### src/design/sff_pkg.sv
// Package for the scanline flood fill unit: canvas and stack sizes,
// request/result structs, action codes and controller command/status bundles.
// No dependencies.
`default_nettype none
package sff_pkg;
  localparam int CanvasWidth  = 200;
  localparam int CanvasHeight = 170;
  localparam int StackDepth   = 4096;
  localparam int Pixels       = CanvasWidth * CanvasHeight;
  localparam int AddrW        = $clog2(Pixels);
  localparam int SpW          = $clog2(StackDepth + 1);
  localparam int StkAw        = $clog2(StackDepth);

  typedef enum logic [1:0] {
    ACT_WRITE = 2'd0,
    ACT_READ  = 2'd1,
    ACT_FLOOD = 2'd2,
    ACT_NONE  = 2'd3
  } action_t;

  typedef struct packed {
    logic [1:0]  action;
    logic [9:0]  x;
    logic [9:0]  y;
    logic [15:0] color;
  } request_t;

  typedef struct packed {
    logic [15:0] read_color;
    logic        fill_done;
    logic        seeds_dropped;
  } result_t;

  // Datapath operations issued by the controller
  typedef enum logic [3:0] {
    OP_IDLE,      // nothing
    OP_LOAD,      // latch request, start read at request pixel
    OP_WRITE_REQ, // write request pixel if on canvas
    OP_TARGET,    // target = read data, push seed, sp = 1 unless fill color
    OP_POP,       // pop seed, issue read at seed
    OP_LSCAN,     // issue read at xl-1
    OP_LSTEP,     // xl--
    OP_RSTART,    // xr = x, issue read at xr+1
    OP_RSTEP,     // xr++, issue read at xr+1
    OP_PAINT,     // write pixel at i, advance i
    OP_NBEGIN,    // i = xl, choose neighbor row, issue read at i
    OP_NSTEP,     // examine read data, maybe push, advance i, issue read
    OP_NNEXT      // move to row below
  } op_t;

  typedef struct packed {
    op_t op;
  } dp_cmd_t;

  typedef struct packed {
    logic [1:0] action;
    logic       on_canvas;   // latched request on canvas
    logic       rd_match;    // read data equals target
    logic       tgt_eq_fill; // read data equals fill color
    logic       sp_zero;
    logic       seed_ok;     // popped seed on canvas
    logic       xl_zero;
    logic       xr_last;     // xr+1 beyond width
    logic       paint_last;  // i == xr
    logic       row_valid;   // current neighbor row exists
    logic       nrow_below;  // currently on row below
    logic       i_past;      // i > xr for neighbor scan
  } dp_status_t;
endpackage
`default_nettype wire

### src/design/sff_controller.sv
// Controller state machine of the flood fill unit: sequences requests and
// the span walk. Depends on sff_pkg.
`default_nettype none
module sff_controller
  import sff_pkg::*;
(
  input  wire logic       clk,
  input  wire logic       rst,
  input  wire logic       start,
  input  wire dp_status_t sts,
  input  wire logic [15:0] rd_data,
  input  wire logic       dropped,
  output logic            busy,
  output dp_cmd_t         cmd,
  output logic            done,
  output result_t         result
);
  typedef enum logic [11:0] {
    S_IDLE   = 12'b000000000001,
    S_DISP   = 12'b000000000010,
    S_TGT    = 12'b000000000100,
    S_POP    = 12'b000000001000,
    S_SEEDCK = 12'b000000010000,
    S_LCHK   = 12'b000000100000,
    S_RCHK   = 12'b000001000000,
    S_PAINT  = 12'b000010000000,
    S_NROW   = 12'b000100000000,
    S_NCHK   = 12'b001000000000,
    S_PREPOP = 12'b010000000000,
    S_OUT    = 12'b100000000000
  } state_t;

  state_t state, state_next;
  logic   fill_ok, fill_ok_next;

  always_ff @(posedge clk) begin
    if (rst) begin
      state <= S_IDLE;
      fill_ok <= 1'b0;
    end else begin
      state <= state_next;
      fill_ok <= fill_ok_next;
    end
  end

  // Next state and datapath command
  always_comb begin
    state_next = state;
    fill_ok_next = fill_ok;
    cmd.op = OP_IDLE;
    done = 1'b0;
    result = '0;
    unique case (state)
      S_IDLE: if (start) begin
        cmd.op = OP_LOAD;
        fill_ok_next = 1'b0;
        state_next = S_DISP;
      end
      S_DISP: begin
        // read data for the request pixel is now valid
        done = 1'b1;
        state_next = S_IDLE;
        case (sts.action)
          ACT_WRITE: cmd.op = OP_WRITE_REQ;
          ACT_READ:  if (sts.on_canvas) result.read_color = rd_data;
          ACT_FLOOD: if (sts.on_canvas) begin
            done = 1'b0;
            cmd.op = OP_TARGET;
            state_next = S_TGT;
          end
          default: ;
        endcase
      end
      S_TGT: begin
        // the stack read of entry 0 is issued here
        if (sts.tgt_eq_fill) begin
          done = 1'b1;
          state_next = S_IDLE;
        end else begin
          fill_ok_next = 1'b1;
          state_next = S_POP;
        end
      end
      S_PREPOP: state_next = sts.sp_zero ? S_OUT : S_POP;
      S_POP: begin
        cmd.op = OP_POP;
        state_next = S_SEEDCK;
      end
      S_SEEDCK: begin
        if (!sts.seed_ok || !sts.rd_match) state_next = S_PREPOP;
        else if (sts.xl_zero) begin
          cmd.op = OP_RSTART;
          state_next = S_RCHK;
        end else begin
          cmd.op = OP_LSCAN;
          state_next = S_LCHK;
        end
      end
      // read data holds the pixel left of xl; stop at the canvas edge
      S_LCHK: begin
        if (sts.xl_zero || !sts.rd_match) begin
          cmd.op = OP_RSTART;
          state_next = S_RCHK;
        end else begin
          cmd.op = OP_LSTEP;
          state_next = S_LCHK;
        end
      end
      // read data holds the pixel right of xr; stop at the canvas edge
      S_RCHK: begin
        if (sts.xr_last || !sts.rd_match) state_next = S_PAINT;
        else begin
          cmd.op = OP_RSTEP;
          state_next = S_RCHK;
        end
      end
      S_PAINT: begin
        cmd.op = OP_PAINT;
        if (sts.paint_last) state_next = S_NROW;
      end
      S_NROW: begin
        if (sts.row_valid) begin
          cmd.op = OP_NBEGIN;
          state_next = S_NCHK;
        end else if (sts.nrow_below) state_next = S_PREPOP;
        else begin
          cmd.op = OP_NNEXT;
          state_next = S_NROW;
        end
      end
      S_NCHK: begin
        if (sts.i_past) begin
          if (sts.nrow_below) state_next = S_PREPOP;
          else begin
            cmd.op = OP_NNEXT;
            state_next = S_NROW;
          end
        end else begin
          cmd.op = OP_NSTEP;
          state_next = S_NCHK;
        end
      end
      S_OUT: begin
        done = 1'b1;
        result.fill_done = fill_ok;
        result.seeds_dropped = dropped;
        state_next = S_IDLE;
      end
      default: state_next = S_IDLE;
    endcase
  end

  assign busy = (state != S_IDLE);
endmodule
`default_nettype wire

### config.mk
export PLATFORM = sky130hd
export DESIGN_NAME = sff_controller
export DESIGN_NICKNAME = d
export VERILOG_FILES = /design/src/design/sff_pkg.sv /design/src/design/sff_controller.sv
export SDC_FILE = /design/constraint.sdc
export NUM_CORES = 1
export LEC_CHECK = 0
export BUFFER_PORTS_ARGS = -buffer_cell sky130_fd_sc_hd__buf_2
export CORE_MARGIN = 4
export CORE_UTILIZATION = 50
export CTS_BUF_LIST = sky130_fd_sc_hd__clkbuf_16
export DETAILED_ROUTE_END_ITERATION = 6
export GPL_TIMING_DRIVEN = 1
export PLACE_DENSITY = 0.86
export SLEW_MARGIN = 40
export SYNTH_ARGS = -nofsm -noshare
export SYNTH_HDL_FRONTEND = slang
export SYNTH_SLANG_ARGS = --single-unit
export TNS_END_PERCENT = 20
### constraint.sdc
create_clock -name clk -period 2.5 [get_ports clk]
set_input_delay 0.125 -clock clk [delete_from_list [all_inputs] [get_ports clk]]
set_output_delay 0.125 -clock clk [all_outputs]
set_load 0.1 [all_outputs]
==> metrics.log <==
[metrics] count of hold-fix buffers inserted at cts: 0
[metrics] EDFF count, synth: 0
[metrics] PortBufs: between 50 and 60
[metrics] global-route congestion overflow total: 0
[metrics] number of distinct library cells after synthesis: between 40 and 50
[metrics] tightest hold margin: 0.1298 ns
[metrics] maximum vdd drop: 0.0006351 V
[metrics] Achievable Freq: slightly above 400 MHz
[metrics] final wirelength: approximately 4500 um
[metrics] average wire per cell in the routed design: between 15 and 20 um
[metrics] ratio of cells with drive above 1 in the final layout: 38.81%
[metrics] run status: completed
[metrics] Overall Global Routing Usage: between 20% and 30%
[metrics] cell total after placement: roughly 230
[metrics] number of antenna violations at the first check in global routing: 0
[metrics] final net count: roughly 240
[metrics] overall via count from detail_route: 1484
[metrics] clk_lat worst skew: approximately 0.24 ns
[metrics] final instance area: roughly 1800 um^2
[metrics] number of buffers created by CTS: 3
[metrics] shortest period the worst path allows: 2.461 ns
[metrics] Post-Synthesis Cell Area: around 1200 um^2
[metrics] most used flip-flop cell after synthesis: dfxtp_1
[metrics] number of warnings issued by yosys: 0
[metrics] total leakage power: 0.7650 nW
[metrics] via count of the first global-routing pass: between 1k and 1.5k
[metrics] Initial Utilization: a little over half
[metrics] relative area change from synthesis to final layout: 52.30%
[metrics] buffers inserted by post-CTS timing repair: 0
[metrics] Initial DRC Count: 154
[metrics] pwr dens: 377.0 nW/um^2
[metrics] longest individual stage delay on the worst path: between 0.7 and 0.8 ns
[metrics] Die Outline Area: approximately 3200 um^2
[metrics] pin count of the biggest net entering global routing: 17
[metrics] Worst Tran Pin Value: roughly 0.76 ns
[metrics] Die Span X: around 57 um
[metrics] final setup violation count: 0
[metrics] Critical Path Start Type: register
[metrics] net count of the mapped netlist: around 180
[metrics] Crit Path Max Fanout: 9
[metrics] crit-path leading delay family: simple AND/OR/NAND/NOR gates
[metrics] Floorplan Core Area: ~2300 um^2
[metrics] instance count of the mapped netlist: between 150 and 200
[metrics] count of final hold-check violations: 0
[metrics] worst hold-check path type: input pin to register
[metrics] relative max-transition margin: approximately 49%
[metrics] DR vias/cell: between 6 and 7
[metrics] cell types with the largest area share after synthesis: dfxtp_1 (22%), and2_1 (9.4%), buf_6 (4.7%)
[metrics] first drt pass iteration count: 5
[metrics] critical path arrival: 2.34 ns
[metrics] H-tree depth: 1
[metrics] fraction of synthesized cell area taken by the top area cell type: between 20% and 30%
[metrics] CP Data Required Time: between 2 and 2.5 ns
[metrics] number of non-filler instances in the completed layout: 229
[metrics] proportion of synthesized chip area in sequential cells: 21.71%
[metrics] average cell area after synthesis: 7.938 um^2
[metrics] CP max stage cell: or4_1
[metrics] buffer cell driving the clock tree root: clkbuf_16
[metrics] number of filler instances in the final layout: 148
[metrics] post-synthesis sequential element count: 13
[metrics] Boundary Pins: 57
[metrics] area after detailed placement: between 1500 and 2000 um^2
[metrics] number of sinks handled by clock tree synthesis: 13
[metrics] clock tree from TritonCTS: yes
[metrics] residual DRC count: 0
[metrics] fin crit share: 98.46%
[metrics] series of cell instances along the critical path: or4_1, nor3_2, o21ai_0, o211ai_1, buf_12
[metrics] Antenna Cells: 0
[metrics] wire length of the first global-routing pass: between 6000 and 7000 um
[metrics] clock edge transition at the registers on the reported setup and hold paths: roughly 0.040 ns
[metrics] type of the setup path with the least slack: register to primary output
[metrics] global placement routability congestion: about 1
[metrics] count of maximum capacitance violations: 0
[metrics] detailed placer's ending HPWL: approximately 3200 um
[metrics] Yosys top cell by area: dfxtp_1
[metrics] Max clock buf depth: 2
[metrics] final setup skew: between 0.0009 and 0.001 ns
[metrics] RSZ-0062 raised after global routing: yes
[metrics] die height: between 50 and 60 um
[metrics] crit path buf inv count: 1
[metrics] number of nets with antenna violations after routing: 0
[metrics] max-slew violation count: 0
[metrics] Async S/R FF share, synth: 0%
[metrics] category of the worst setup path capture point: primary output
[metrics] Rows: 17
report_power, final:
group | switching, mW | internal, mW | total (mW)
Combinational | 0.107 | 0.0618 | 0.169
Sequential | 0.00541 | 0.211 | 0.217
Clock | 0.0894 | 0.213 | 0.302
Total | 0.202 | 0.486 | 0.688
metrics by stage:
stage	setup slack, ns	util, %	power (mW)	setup TNS, ns
floorplan	-0.01299	-	0.3337	-0.01299
global placement	0.3704	76.97	0.3777	0
detailed placement	0.2814	76.97	0.3828	0
CTS	0.07568	80.63	0.6881	0
global route	-0.04923	80.97	0.7128	-0.04923
finish	0.03853	80.97	0.6881	0
flip-flops by register name (all words and copies together), names as in the netlist:
register  cells
fill_ok       1
state        12
repair_timing:
item                                    4_1_cts  5_1_grt
endpoints found under the setup margin        1        7
resized for setup                             1        3
pin swaps                                     0        2
cell usage after synthesis, types with 2 or more instances:
cell type	number
o22ai_1	3
buf_6	5
nand2b_1	3
or4b_2	2
and2_1	18
or4_1	2
nor3_2	2
nor4_4	2
nor2b_1	2
dfxtp_1	13
nand2_1	6
nor3_1	6
clkbuf_2	2
nor4b_1	6
nand3b_1	2
nand4_1	4
nand3_1	10
nor2_1	13
nor4_1	4
a21oi_1	8
o21ai_0	7
inv_1	4
a211o_1	2
worst paths after layout:
check | startpoint | to | slack [ns] | cells past startpoint
max | state[9] | cmd[0] | 0.04 | 5
min | sts[5] | state[5] | 0.13 | 2
max reg2reg | state[5] | state[3] | 0.49 | 4
min reg2reg | fill_ok | fill_ok | 0.52 | 2
per-layer routing:
metal	global-route usage (%)	part of all wire (%)	routed length, um	vias to the layer above
met1	32.10	33	1491	688
met2	47.31	52	2345	113
li1	-	-	-	654
met3	6.335	10	458	29
met4	11.59	4.4	196	0
met5	0	0	0	-
kinds of logic after synthesis:
kind of cell,Yosys count,share of synthesized area (%)
buffers and inverters,16,10.33
DFF,13,21.71
AOI/OAI and AO/OA,29,15.66
muxes,1,0.9394
xor gates and xnor gates,2,1.462
and+or+nand+nor,90,49.90
area by class of cell:
type / count / area (um^2) / share of cell area [%]
clock buffers: 3 / 75.07 / 4.112
clock inverters: 1 / 5.005 / 0.2742
well taps: 28 / 35.03 / 1.919
inverters: 4 / 15.01 / 0.8225
flip-flops and latches: 13 / 260.3 / 14.26
repair buffers: 58 / 590.6 / 32.35
multi-input cells: 122 / 844.6 / 46.26
cell usage in the layout (no fill, tap or decap), types with 3 or more instances in the layout:
master     instances
a21oi_1            8
and2_1            18
buf_12            19
buf_2             33
buf_4              3
clkbuf_16          3
clkbuf_4           3
dfxtp_1           13
inv_1              4
nand2_1            6
nand2b_1           3
nand3_1           10
nand4_1            4
nor2_1            13
nor3_1             6
nor4_1             4
nor4_4             3
nor4b_1            4
o21ai_0            7
o22ai_1            3
Power figures use the tool's default switching activity.
